File: src/sv/kms_pkg.sv
// Package for the key matrix scanner: operation codes, command type and key map.
// Used by the front, queue, back and top-level modules of the key matrix scanner; depends on nothing.
`default_nettype none

package kms_pkg;

  localparam int NumColumns   = 5;
  localparam int ColIdxW      = $clog2(NumColumns);
  localparam int QueueDepthDf = 2;

  localparam logic [8:0] KeyBack   = 9'd8;
  localparam logic [8:0] KeyReturn = 9'd13;
  localparam logic [8:0] KeySpace  = 9'd32;
  localparam logic [8:0] KeyShift  = 9'd306;
  localparam logic [8:0] KeyCtrl   = 9'd308;
  localparam logic [8:0] KeyLeft   = 9'd314;
  localparam logic [8:0] KeyUp     = 9'd315;
  localparam logic [8:0] KeyRight  = 9'd316;
  localparam logic [8:0] KeyDown   = 9'd317;

  localparam logic [7:0] ColIdle = 8'hff;

  typedef enum logic [1:0] {
    OP_KEY_DOWN  = 2'd0,
    OP_KEY_UP    = 2'd1,
    OP_PORT_READ = 2'd2,
    OP_RESET_ALL = 2'd3
  } op_t;

  typedef struct packed {
    logic               hit;
    logic [ColIdxW-1:0] col;
    logic [7:0]         mask;
  } key_map_t;

  typedef struct packed {
    op_t                op;
    logic               shift_key;
    logic               ctrl_key;
    key_map_t           key;
    logic               port_hit;
    logic [ColIdxW-1:0] port_col;
    logic               release_col;
  } cmd_t;

  // col is the zero-based column index
  function automatic key_map_t key_lookup(input logic [8:0] code);
    key_map_t km;
    km = '{hit: 1'b0, col: '0, mask: ColIdle};
    case (code)
      9'd49: km = '{1'b1, 3'd4, 8'hfe};
      9'd50: km = '{1'b1, 3'd3, 8'hfe};
      9'd51: km = '{1'b1, 3'd2, 8'hfe};
      9'd52: km = '{1'b1, 3'd1, 8'hfe};
      9'd53: km = '{1'b1, 3'd0, 8'hfe};
      9'd81: km = '{1'b1, 3'd4, 8'hfd};
      9'd87: km = '{1'b1, 3'd3, 8'hfd};
      9'd69: km = '{1'b1, 3'd2, 8'hfd};
      9'd82: km = '{1'b1, 3'd1, 8'hfd};
      9'd84: km = '{1'b1, 3'd0, 8'hfd};
      9'd65: km = '{1'b1, 3'd4, 8'hfb};
      9'd83: km = '{1'b1, 3'd3, 8'hfb};
      9'd68: km = '{1'b1, 3'd2, 8'hfb};
      9'd70: km = '{1'b1, 3'd1, 8'hfb};
      9'd71: km = '{1'b1, 3'd0, 8'hfb};
      9'd90: km = '{1'b1, 3'd4, 8'hf7};
      9'd88: km = '{1'b1, 3'd3, 8'hf7};
      9'd67: km = '{1'b1, 3'd2, 8'hf7};
      9'd86: km = '{1'b1, 3'd1, 8'hf7};
      9'd66: km = '{1'b1, 3'd0, 8'hf7};
      9'd54: km = '{1'b1, 3'd0, 8'h7f};
      9'd55: km = '{1'b1, 3'd1, 8'h7f};
      9'd56: km = '{1'b1, 3'd2, 8'h7f};
      9'd57: km = '{1'b1, 3'd3, 8'h7f};
      9'd48: km = '{1'b1, 3'd4, 8'h7f};
      9'd89: km = '{1'b1, 3'd0, 8'hbf};
      9'd85: km = '{1'b1, 3'd1, 8'hbf};
      9'd73: km = '{1'b1, 3'd2, 8'hbf};
      KeyUp: km = '{1'b1, 3'd2, 8'hbf};
      9'd79: km = '{1'b1, 3'd3, 8'hbf};
      9'd80: km = '{1'b1, 3'd4, 8'hbf};
      9'd72: km = '{1'b1, 3'd0, 8'hdf};
      9'd74: km = '{1'b1, 3'd1, 8'hdf};
      KeyLeft: km = '{1'b1, 3'd1, 8'hdf};
      9'd75: km = '{1'b1, 3'd2, 8'hdf};
      KeyRight: km = '{1'b1, 3'd2, 8'hdf};
      9'd76: km = '{1'b1, 3'd3, 8'hdf};
      KeyReturn: km = '{1'b1, 3'd4, 8'hdf};
      9'd78: km = '{1'b1, 3'd0, 8'hef};
      9'd77: km = '{1'b1, 3'd1, 8'hef};
      KeyDown: km = '{1'b1, 3'd1, 8'hef};
      9'd46: km = '{1'b1, 3'd2, 8'hef};
      KeySpace: km = '{1'b1, 3'd3, 8'hef};
      KeyBack: km = '{1'b1, 3'd4, 8'hef};
      default: km = '{hit: 1'b0, col: '0, mask: ColIdle};
    endcase
    return km;
  endfunction

endpackage

`default_nettype wire

File: src/sv/kms_front.sv
// Front end of the key matrix scanner: decodes an incoming item into a command.
// Depends on kms_pkg.
`default_nettype none

module kms_front import kms_pkg::*; (
  input  wire logic [1:0] operation,
  input  wire logic [8:0] key_code,
  input  wire logic [2:0] port_number,
  input  wire logic [3:0] cpu_reg3_top_nibble,
  output cmd_t            cmd
);

  always_comb begin
    cmd             = '0;
    cmd.op          = op_t'(operation);
    cmd.shift_key   = (key_code == KeyShift);
    cmd.ctrl_key    = (key_code == KeyCtrl);
    cmd.key         = key_lookup(key_code);
    cmd.port_hit    = port_number inside {[3'd1:3'd5]};
    cmd.port_col    = ColIdxW'(port_number - 3'd1);
    cmd.release_col = (cpu_reg3_top_nibble == 4'd0);
  end

endmodule

`default_nettype wire

File: src/sv/kms_queue.sv
// Short command queue between the front and back ends of the key matrix scanner.
// Depends on kms_pkg.
`default_nettype none

module kms_queue import kms_pkg::*; #(
  parameter int Depth = QueueDepthDf
) (
  input  wire logic clk,
  input  wire logic rst,
  input  wire logic push,
  input  wire cmd_t push_cmd,
  output logic      full,
  input  wire logic pop,
  output logic      empty,
  output cmd_t      head
);

  localparam int PtrW = (Depth > 1) ? $clog2(Depth) : 1;
  localparam int CntW = $clog2(Depth + 1);

  cmd_t            entries [Depth];
  logic [PtrW-1:0] wr_ptr;
  logic [PtrW-1:0] rd_ptr;
  logic [CntW-1:0] count;
  logic            do_push;
  logic            do_pop;

  assign full    = (count == CntW'(Depth));
  assign empty   = (count == '0);
  assign do_push = push && !full;
  assign do_pop  = pop && !empty;
  assign head    = entries[rd_ptr];

  always_ff @(posedge clk) begin
    if (rst) begin
      wr_ptr <= '0;
      rd_ptr <= '0;
      count  <= '0;
    end else begin
      if (do_push) begin
        wr_ptr <= (wr_ptr == PtrW'(Depth - 1)) ? '0 : wr_ptr + 1'b1;
      end
      if (do_pop) begin
        rd_ptr <= (rd_ptr == PtrW'(Depth - 1)) ? '0 : rd_ptr + 1'b1;
      end
      if (do_push && !do_pop) begin
        count <= count + 1'b1;
      end else if (do_pop && !do_push) begin
        count <= count - 1'b1;
      end
    end
  end

  always_ff @(posedge clk) begin
    if (do_push) begin
      entries[wr_ptr] <= push_cmd;
    end
  end

endmodule

`default_nettype wire

File: src/sv/kms_back.sv
// Back end of the key matrix scanner: column and line state, result register.
// Depends on kms_pkg.
`default_nettype none

module kms_back import kms_pkg::*; (
  input  wire logic clk,
  input  wire logic rst,
  input  wire logic cmd_ready,
  input  wire cmd_t cmd,
  output logic      cmd_take,
  output logic      result_valid,
  input  wire logic result_stall,
  output logic [7:0] read_data,
  output logic      control_line,
  output logic      shift_line
);

  logic [7:0] columns      [NumColumns];
  logic [7:0] columns_next [NumColumns];
  logic       control_level;
  logic       control_next;
  logic       shift_level;
  logic       shift_next;
  logic [7:0] data_next;

  assign cmd_take = cmd_ready && !(result_valid && result_stall);

  always_comb begin
    columns_next = columns;
    control_next = control_level;
    shift_next   = shift_level;
    data_next    = ColIdle;
    case (cmd.op)
      OP_KEY_DOWN: begin
        if (cmd.shift_key) begin
          shift_next = 1'b0;
        end else if (cmd.ctrl_key) begin
          control_next = 1'b0;
        end else if (cmd.key.hit) begin
          columns_next[cmd.key.col] = columns[cmd.key.col] & cmd.key.mask;
        end
      end
      OP_KEY_UP: begin
        for (int i = 0; i < NumColumns; i++) columns_next[i] = ColIdle;
        if (cmd.shift_key) begin
          shift_next = 1'b1;
        end else if (cmd.ctrl_key) begin
          control_next = 1'b1;
        end
      end
      OP_PORT_READ: begin
        if (cmd.port_hit) begin
          data_next = columns[cmd.port_col];
          if (cmd.release_col) begin
            columns_next[cmd.port_col] = ColIdle;
          end
        end
      end
      default: begin
        for (int i = 0; i < NumColumns; i++) columns_next[i] = ColIdle;
        control_next = 1'b1;
        shift_next   = 1'b1;
      end
    endcase
  end

  always_ff @(posedge clk) begin
    if (rst) begin
      for (int i = 0; i < NumColumns; i++) columns[i] <= ColIdle;
      control_level <= 1'b1;
      shift_level   <= 1'b1;
      result_valid  <= 1'b0;
    end else begin
      if (cmd_take) begin
        columns       <= columns_next;
        control_level <= control_next;
        shift_level   <= shift_next;
        result_valid  <= 1'b1;
      end else if (!result_stall) begin
        result_valid <= 1'b0;
      end
    end
  end

  always_ff @(posedge clk) begin
    if (cmd_take) begin
      read_data    <= data_next;
      control_line <= control_next;
      shift_line   <= shift_next;
    end
  end

endmodule

`default_nettype wire

File: src/sv/key_matrix_scanner_unit.sv
// Key matrix scanner top level: front decoder, command queue, back end.
// Depends on kms_pkg, kms_front, kms_queue and kms_back.
//
// Every accepted item yields exactly one result, in order. Items are taken one
// per clock while item_stall is low; an accepted item is stored in the command
// queue and then its result is registered in the result register, which holds
// it while the output is stalled. The command queue of QueueDepth entries lets
// the input keep flowing while a finished result waits; item_stall rises only
// when it is full.
`default_nettype none

module key_matrix_scanner_unit import kms_pkg::*; #(
  parameter int QueueDepth = QueueDepthDf
) (
  input  wire logic       clk,
  input  wire logic       rst,
  input  wire logic       item_valid,
  output logic            item_stall,
  input  wire logic [1:0] operation,
  input  wire logic [8:0] key_code,
  input  wire logic [2:0] port_number,
  input  wire logic [3:0] cpu_reg3_top_nibble,
  output logic            result_valid,
  input  wire logic       result_stall,
  output logic [7:0]      read_data,
  output logic            control_line,
  output logic            shift_line
);

  cmd_t front_cmd;
  cmd_t head_cmd;
  logic q_full;
  logic q_empty;
  logic q_pop;

  kms_front u_front (
    .operation          (operation),
    .key_code           (key_code),
    .port_number        (port_number),
    .cpu_reg3_top_nibble(cpu_reg3_top_nibble),
    .cmd                (front_cmd)
  );

  kms_queue #(.Depth(QueueDepth)) u_queue (
    .clk     (clk),
    .rst     (rst),
    .push    (item_valid),
    .push_cmd(front_cmd),
    .full    (q_full),
    .pop     (q_pop),
    .empty   (q_empty),
    .head    (head_cmd)
  );

  kms_back u_back (
    .clk         (clk),
    .rst         (rst),
    .cmd_ready   (!q_empty),
    .cmd         (head_cmd),
    .cmd_take    (q_pop),
    .result_valid(result_valid),
    .result_stall(result_stall),
    .read_data   (read_data),
    .control_line(control_line),
    .shift_line  (shift_line)
  );

  assign item_stall = q_full;

endmodule

`default_nettype wire

File: config.mk
export PLATFORM = sky130hd
export DESIGN_NAME = key_matrix_scanner_unit
export DESIGN_NICKNAME = d
export VERILOG_FILES = /design/src/sv/kms_pkg.sv /design/src/sv/kms_front.sv /design/src/sv/kms_queue.sv /design/src/sv/kms_back.sv /design/src/sv/key_matrix_scanner_unit.sv
export SDC_FILE = /design/constraint.sdc
export NUM_CORES = 1
export LEC_CHECK = 0
export ABC_CLOCK_PERIOD_IN_PS = 3300
export BUFFER_PORTS_ARGS = -buffer_cell sky130_fd_sc_hd__buf_2
export CAP_MARGIN = 20
export CORE_MARGIN = 3
export CORE_UTILIZATION = 50
export DETAILED_ROUTE_END_ITERATION = 16
export PLACE_DENSITY = 0.69
export SYNTH_ARGS = -nofsm -noshare
export SYNTH_HDL_FRONTEND = slang
export SYNTH_SLANG_ARGS = --single-unit
File: constraint.sdc
create_clock -name clk -period 3.3 [get_ports clk]
set_input_delay 0 -clock clk [delete_from_list [all_inputs] [get_ports clk]]
set_output_delay 0 -clock clk [all_outputs]
set_load 0.05 [all_outputs]
# After elaboration in Yosys (flattened, before gate mapping)

Memory sizes are Yosys's and may differ from the RTL's. A register that Yosys moved wholly into a read port is not among the register bits.
Cells that the tools add are included.

Bits of input ports: 22
Output and inout bits: 12
Flip-flop bits (word level): 57
RAM bits: 42
Memories kept: 1
Word-level logic and storage cells: 145

Memory list:

| memory          | depth | width | rd ports | clocked after memory_dff | wr ports | RTL line        | text |
|---|---|---|---|---|---|---|---|
| u_queue.entries | 2     | 21    | 1        | 1                        | 1        | kms_queue.sv:21 | `cmd_t entries [Depth];` |

Equality and inequality tests: 55
Bitwise logic cells: 4
Muxes and demuxes: 36
$add $sub $neg: 5
Order comparisons: 6
Reductions and logical operators: 24

Operators by type and width:

| cell               | count |
|---|---|
| $pmux 12 s40       | 1 |
| $eq 9x7->1 const B | 26 |
| $mux 40            | 5 |
| $eq 9x6->1 const B | 12 |
| $pmux 40 s2        | 1 |
| $eq 9x9->1 const B | 6 |
| $bmux 8 s3         | 2 |
| $demux 8 s3        | 2 |
| $mux 8             | 6 |
| $bwmux 40          | 1 |
| $or 40x40->40      | 1 |
| $eq 9x4->1 const B | 2 |
| $mux 1             | 14 |
| $ne 2x2->1 const B | 5 |
| $logic_and 1x1->1  | 9 |
| $and 8x8->8        | 1 |
| $ge 4x4->1 const B | 2 |
| $lt 4x1->1 const B | 2 |
| $not 3->4          | 2 |
| $reduce_or 2->1    | 4 |
| $pmux 1 s3         | 2 |
| $reduce_and 6->1   | 1 |
| $logic_not 1->1    | 5 |
| $eq 2x2->1 const B | 2 |
| 13 further kinds   | 16 |

# Logic depth before layout (Yosys ltp)

Gate-level depths: netlist of the first run.

Depth in word-level cells: 10
Mapped depth: 9

# Cells and area by module

Synthesis of the first run repeated with hierarchy kept, for this count alone.

Cells, all modules: 536
Area, all modules: 5560.3 um^2

By module, submodules not included:

| module                  | instances | cells an instance | area each (um^2) |
|---|---|---|---|
| kms_back                | 1         | 279               | 2829.0 |
| kms_queue               | 1         | 90                | 1725.4 |
| kms_front               | 1         | 166               | 1002.2 |
| key_matrix_scanner_unit | 1         | 1                 | 3.8 |

# Least setup slack after synthesis of the first run

No wires, ideal clock.

Path type: register -> register
Start: register with a tool-made name
End: register u_back.columns[35] in the netlist's numbering
Slack: 1305 ps
Data required time: 3161 ps
Period minus slack after synthesis: 1995 ps
Arrival: 1856 ps
Buffers on the path: 3
Stages on the path, launching flop included: 9
Library setup time: 139 ps
Cells stage by stage: dfxtp_1 buf_4 buf_6 or3_4 o32a_1 or4_1 buf_2 nand2_1 o211ai_1

RTL lines:

| what                 | RTL line       | text |
|---|---|---|
| end signal, assigned | kms_back.sv:75 | `columns <= columns_next;` |
| end, declared        | kms_back.sv:18 | `logic [7:0] columns [NumColumns];` |

==> results of run 1 <==
## flip-flops by register name, summed over array words and instances, names as in the netlist, named ones only
register / flops
u_queue.entries: 42
u_back.columns: 40
u_back.read_data: 8
u_queue.count: 2
u_back.control_level: 1
u_back.control_line: 1
u_back.result_valid: 1
u_back.shift_level: 1
u_back.shift_line: 1
u_queue.rd_ptr: 1
u_queue.wr_ptr: 1
## final timing paths
check | to | startpoint | slack (ns)
setup / recovery | u_back.columns[22] | flop | 0.50
hold / removal | u_queue.wr_ptr | item_valid | 0.03
setup reg to reg | u_back.columns[22] | flop | 0.50
hold reg to reg | u_back.result_valid | u_back.result_valid | 0.50
## where the power goes
group,internal [µW],switching [µW]
registers,1480,105
clock network,282,431
logic,547,1020
## metal layers
metal | vias to the layer above | GRT usage (%) | part of all wire, %
li1 | 2140 | - | -
met5 | - | 0 | 0
met2 | 211 | 36.0 | 44
met4 | 0 | 9.44 | 2.0
met1 | 2169 | 35.7 | 46
met3 | 23 | 4.25 | 7.3
## kinds of logic (layout without fill, tap and decap cells)
group / count (synthesis) / in the layout / share of synthesized area [%]
and+or+nand+nor: 182 / 182 / 18.7
adders and majority gates: 3 / 3 / 0.694
muxes: 33 / 33 / 6.34
AOI/OAI and AO/OA: 164 / 164 / 23.0
buffers and inverters: 46 / 84 / 3.70
DFF: 100 / 100 / 46.6
xor gates and xnor gates: 6 / 6 / 0.971
## final cells by class
class	count	area, µm²	area share, %
Multi-Input combinational cell	388	2690	45.4
Sequential cell	100	2520	42.5
Timing Repair Buffer	49	303	5.11
Clock buffer	10	128	2.15
Tap cell	136	170	2.87
Clock inverter	6	45.0	0.760
Inverter	19	71.3	1.20
## per-stage QoR
step | total power, µW | instance area (µm²) | setup WS (ns)
floorplan | 2740 | 5410 | 1.30
global placement | 3130 | 5690 | 0.627
detailed placement | 3140 | 5690 | 0.548
CTS | 3860 | 5930 | 0.545
global route | 4070 | 5930 | 0.292
finish | 3870 | 5930 | 0.501
## layout by cell type (no fill, tap or decap), drive strengths merged, types with 5 or more instances in the layout
| cell | synthesis | final |
|---|---|---|
| a221oi | 8 | 8 |
| clkbuf | 9 | 10 |
| nand2b | 12 | 12 |
| and2 | 5 | 5 |
| a2bb2oi | 26 | 26 |
| nor2 | 50 | 50 |
| nor3 | 16 | 16 |
| mux2 | 10 | 10 |
| o21ai | 16 | 16 |
| nor4 | 10 | 10 |
| nor2b | 5 | 5 |
| a22oi | 12 | 12 |
| inv | 19 | 23 |
| buf | 18 | 42 |
| edfxtp | 52 | 52 |
| o22ai | 13 | 13 |
| o211ai | 10 | 10 |
| xor2 | 5 | 5 |
| dlygate4sd3 | 0 | 7 |
| a31oi | 7 | 7 |
| a222oi | 5 | 5 |
| nand2 | 43 | 43 |
| mux2i | 23 | 23 |
| o22a | 6 | 6 |
| a21oi | 27 | 27 |
| or2 | 7 | 7 |
| dfxtp | 48 | 48 |
## critical path: cells and delay by family, from the launching register on
kind / cells / cell delay [ns]
compound gates: 4 / 1.28
simple gates: 2 / 0.40
flops: 1 / 0.73
buf+inv: 1 / 0.32
==> results by group, run 1 <==
Critical path
  – Arrival @ worst endpoint: 3.10 ns
  – WS Path Type: flop to flop
  – CP Launch Type: flop
  – Cell Chain, Critical Path: buf_4 -> nor2b_1 -> nand2_1 -> o22ai_2 -> a2bb2oi_1 -> a21o_1 -> a2bb2oi_1
  – Max stage delay cell, worst path: dfxtp_1
  – Worst-path fanout max: 16
  – CP endpoint kind: flop
  – Reg2Reg Depth: 7
  – Worst EP required: 3.61 ns
  – CP peak stage delay: 0.73 ns
  – Cell mode on critical path: a2bb2oi_1

STA
  – Part of the cycle the worst path needs: 84.8%
  – Clock skew: 0.0164 ns
  – Final hold violations: 0
  – Endpoints failing setup: 0
  – Min Tclk post-route: 2.80 ns
  – Maximum clock frequency: 357 MHz
  – Final slew viol count: 0
  – Worst-Margin Slew: 0.992 ns
  – Sum Neg Setup Slack: 0 ns
  – Max_slew headroom: 33.9%
  – Unrepaired setup endpoints after global routing: false
  – Hold slack: 0.0284 ns

Routing
  – Remaining DRCs: 0
  – Vias: 4,543
  – Initial DRC count: 455
  – Via/cell ratio: 6.42
  – Detailed-router iteration count before antenna repair: 5
  – Post-DRT Antenna Nets: 0
  – Post-Route WL: 14.1 mm
  – Per-cell routed wire length: 20.0 µm

Run status
  – Status: completed

Synthesis
  – Async S/R FF share, synth: 0%
  – Top cells by area, synth: edfxtp_1 29%, dfxtp_1 18%, mux2i_1 4.3%
  – Ys Warns: 0
  – Count leader, synth: edfxtp_1
  – Synthesized instance count: 534
  – Top cell type's share of synthesized area: 28.9%
  – Syn Area/Cell: 10.1 µm²
  – EDFF count, synth: 52
  – Register bit total from synthesis: 100
  – Synth cell count leaders: 52 x edfxtp_1, 48 x dfxtp_1, 48 x nor2_1
  – Synthesized Nets: 559
  – Synthesized area: 0.00541 mm²
  – Post-synth top flop: edfxtp_1
  – Yosys cell types: 79
  – Sequential area share after synthesis: 46.6%
  – Yosys top cell by area: edfxtp_1

Floorplanning
  – Core ar.: 0.0104 mm²
  – Die width: 110 µm
  – Initial cell density of the core: 51.9%
  – Die Area: 0.0121 mm²
  – Row count: 37
  – Num ports: 34
  – Die Y: 110 µm

Clock tree
  – Setup bufs post-CTS: 0
  – CTS H-tree lvls: 3
  – Clock root buffer master: clkbuf_8
  – Clock sink total: 100
  – Clock Tree Buf Depth: 2
  – CTS Buf Count: 9
  – Post-CTS sizing: 0
  – Hold Buf Count CTS: 7
  – CTS tree: done
  – Clock transition at path regs: 0.10 ns
  – Skew-Pair Late Insertion Delay: 0.38 ns

Place
  – Placed insts: 685
  – Placer's final routability congestion estimate: 0.912
  – Number of port buffers: 33
  – Dpl hpwl: 10.1 mm

Power
  – Leak pwr: 0.00205 µW
  – PwrDens: 652 mW/mm²
  – Peak VDD IR: 0.476 mV

Cells and area
  – Layout area overhead: 9.60%
  – Non-Filler Instances: 708
  – Antenna cell count: 0
  – Layout Utilization: 56.9%
  – Fin nets: 592
  – Fillcell total: 893
  – Layout cells sized above 1: 16.6%

Global route
  – Largest net degree at the start of global routing: 30
  – Antenna violations before repair: 0
  – GRT Total Usage: 24.4%
  – GR Overflow Total: 0
  – Vias in the first global route: 4,265
  – First-pass GRT wire length: 22.7 mm

Hold path
  – Hold/Removal Path Class: input pin to flop
  – Worst hold path depth: 4

Run
  – Max-Cap Viols: 0
Note: power is estimated with default switching activity, not from simulation.
==> inputs of run 2 (changes only) <==
- ABC_CLOCK_PERIOD_IN_PS: 3300 -> 2250
- PLACE_DENSITY: 0.69 -> 0.71
- clock period: 3.3 -> 2.25 ns (I/O delays scaled with it)
==> results by group, run 2 (synthesis gave the netlist of run 1 again) <==
Run status
  – Status: completed

Clock tree
  – Clock transition at path regs: 0.10 ns (about the same)
  – Skew-Pair Late Insertion Delay: 0.37 ns (about the same)
  – CTS Buf Count: 9 (unchanged)
  – Clock sink total: 100 (unchanged)
  – Clock root buffer master: clkbuf_8
  – Clock Tree Buf Depth: 2 (unchanged)
  – CTS tree: done
  – CTS H-tree lvls: 3 (unchanged)

Floorplanning
  – Num ports: 34 (unchanged)
  – Initial cell density of the core: 51.9% (unchanged)
  – Die width: 110 µm (unchanged)
  – Die Area: 0.0121 mm² (unchanged)
  – Core ar.: 0.0104 mm² (unchanged)
  – Row count: 37 (unchanged)
  – Die Y: 110 µm (unchanged)

Routing
  – Vias: 4,753 (+4.6%)
  – Via/cell ratio: 6.35 (-0.97%)
  – Post-DRT Antenna Nets: 0 (unchanged)
  – Initial DRC count: 466 (+2.4%)
  – Per-cell routed wire length: 19.6 µm (-2.1%)
  – Remaining DRCs: 0 (unchanged)
  – Post-Route WL: 14.6 mm (+3.4%)
  – Detailed-router iteration count before antenna repair: 6 (+1)

STA
  – Min Tclk post-route: 2.13 ns (-0.671 ns)
  – Worst-Margin Slew: 0.645 ns (-0.347 ns)
  – Final hold violations: 0 (unchanged)
  – Clock skew: 0.0171 ns (+0.000674 ns)
  – Max_slew headroom: 57.0% (+23 points)
  – Part of the cycle the worst path needs: 94.6% (+9.8 points)
  – Unrepaired setup endpoints after global routing: false
  – Endpoints failing setup: 0 (unchanged)
  – Final slew viol count: 0 (unchanged)
  – Maximum clock frequency: 470 MHz (+32%)

Critical path
  – Arrival @ worst endpoint: 2.39 ns (-0.71 ns)
  – Reg2Reg Depth: 8 (+1)
  – CP Launch Type: flop
  – Reg2Reg Capture Point: u_back.columns[24]
  – Worst reg-to-reg setup slack: 0.12 ns (-0.38 ns)
  – CP endpoint kind: flop
  – Worst EP required: 2.51 ns (-1.10 ns)
  – Worst-path fanout max: 17 (+1)
  – WS Path Type: flop to flop

Hold path
  – Worst Hold End: u_queue.wr_ptr
  – Hold Startpoint: item_valid
  – Hold/Removal Path Class: input pin to flop
  – Worst hold path depth: 4 (unchanged)

Cells and area
  – Max FFs per register: 42 (unchanged)
  – Fillcell total: 880 (-1.5%)
  – Layout area overhead: 17.0%
  – Regs by FF count: u_queue.entries (42), u_back.columns (40), u_back.read_data (8)
  – Fin nets: 632 (+6.8%)
  – Most common cell after layout, fill and taps aside: edfxtp_1
  – Layout cells sized above 1: 23.2% (+6.6 points)
  – Most frequent cells in the layout: 52 x edfxtp_1, 47 x dfxtp_1, 46 x buf_4
  – Reg with most FFs: u_queue.entries
  – Antenna cell count: 0 (unchanged)
  – Layout Utilization: 60.8% (+3.8 points)

Power
  – Internal Power: 3780 µW (+64%)
  – Switching power of the nets: 2370 µW (+52%)
  – Clock Power Share: 19.2% (+0.8 points)
  – Peak VDD IR: 0.801 mV (+68%)
  – Switching Fraction: 38.5% (-1.8 points)
  – Combinational share of power: 43.1% (+2.6 points)
  – Power share of the sequential group: 37.7% (-3.3 points)
  – Leak pwr: 0.00229 µW (+12%)
  – Pwr Total: 6150 µW (+59%)
  – PwrDens: 971 mW/mm² (+49%)

Global route
  – Vias in the first global route: 4,492 (+5.3%)
  – GR Overflow Total: 0 (unchanged)
  – GRT Total Usage: 25.1% (+0.66 points)
  – First-pass GRT wire length: 23.2 mm (+2.4%)
  – Antenna violations before repair: 0 (unchanged)
  – Largest net degree at the start of global routing: 30 (unchanged)

Run
  – Max-Cap Viols: 0 (unchanged)

Place
  – Placer's final routability congestion estimate: 0.965 (+5.8%)
  – Number of port buffers: 33 (unchanged)
  – Dpl hpwl: 10.5 mm (+3.6%)
## run 2: cell count changes in the layout (fill, tap and decap cells not counted), sizes merged
cell,before,now
buf,42,82
clkbuf,10,12
clkinv,1,2
clkinvlp,1,0
inv,23,21
## run 2: worst max-delay path by stage
stage | start | to | slack [ns] | cells after the start
floorplan | flop | u_back.columns[35] | 0.25 | 8
global placement | flop | u_back.columns[36] | -0.02 | 8
detailed placement | flop | u_back.columns[38] | -0.09 | 8
CTS | flop | u_back.columns[34] | 0.03 | 6
global route | flop | u_back.columns[37] | 0.03 | 8
finish | flop | u_back.columns[24] | 0.12 | 8
## run 2: area by class of cell
class                           instances  area, µm²  share of cell area, %
Clock buffer                           12        178                   2.81
Clock inverter                          4       35.0                  0.553
Inverter                               19       71.3                   1.13
Multi-Input combinational cell        388       2710                   42.8
Sequential cell                       100       2530                   39.9
Tap cell                              136        170                   2.69
Timing Repair Buffer                   89        641                   10.1
## run 2: power groups by stage
stage / clock network [µW] / logic (µW) / registers [µW]
global route: 1260 / 2840 / 2340
global placement: 0 / 2500 / 2340
finish: 1180 / 2650 / 2310
CTS: 1190 / 2580 / 2310
detailed placement: 0 / 2560 / 2350
floorplan: 0 / 1580 / 2440
## run 2: worst max-delay path, stage by stage (launching register included)
cell	delay [ns]
dfxtp_4	0.40
buf_4	0.21
or3_4	0.41
o32ai_2	0.16
buf_4	0.21
nand2_1	0.06
o221ai_1	0.07
nand2_1	0.18
o311ai_1	0.34
## run 2: metal layers
layer	vias to the layer above	GRT usage [%]	part of all wire (%)
met5	-	0	0
met4	0	8.64	2.9
met3	35	5.77	8.4
met2	249	38.5	45
met1	2249	34.8	44
li1	2220	-	-
## run 2: per-stage QoR
stage	hold WS (ns)	TNS [ns]	cell area [µm²]	std cells	setup WS, ns
2_1_floorplan	0.0989	0	5410	534	0.255
5_1_grt	0.0729	0	6330	748	0.0279
3_5_place_dp	0.196	-1.14	6020	725	-0.0934
6_report	0.0311	0	6330	748	0.122
4_1_cts	0.0275	0	6310	748	0.0342
3_3_place_gp	0.190	-0.0557	6020	725	-0.0245
## run 2: repair_timing
item	CTS	global route
pin swaps	0	0
endpoints found under the hold margin	11	0
resized for setup	1	8
endpoints found under the setup margin	36	29
hold buffers	7	0
buffers inserted	0	0
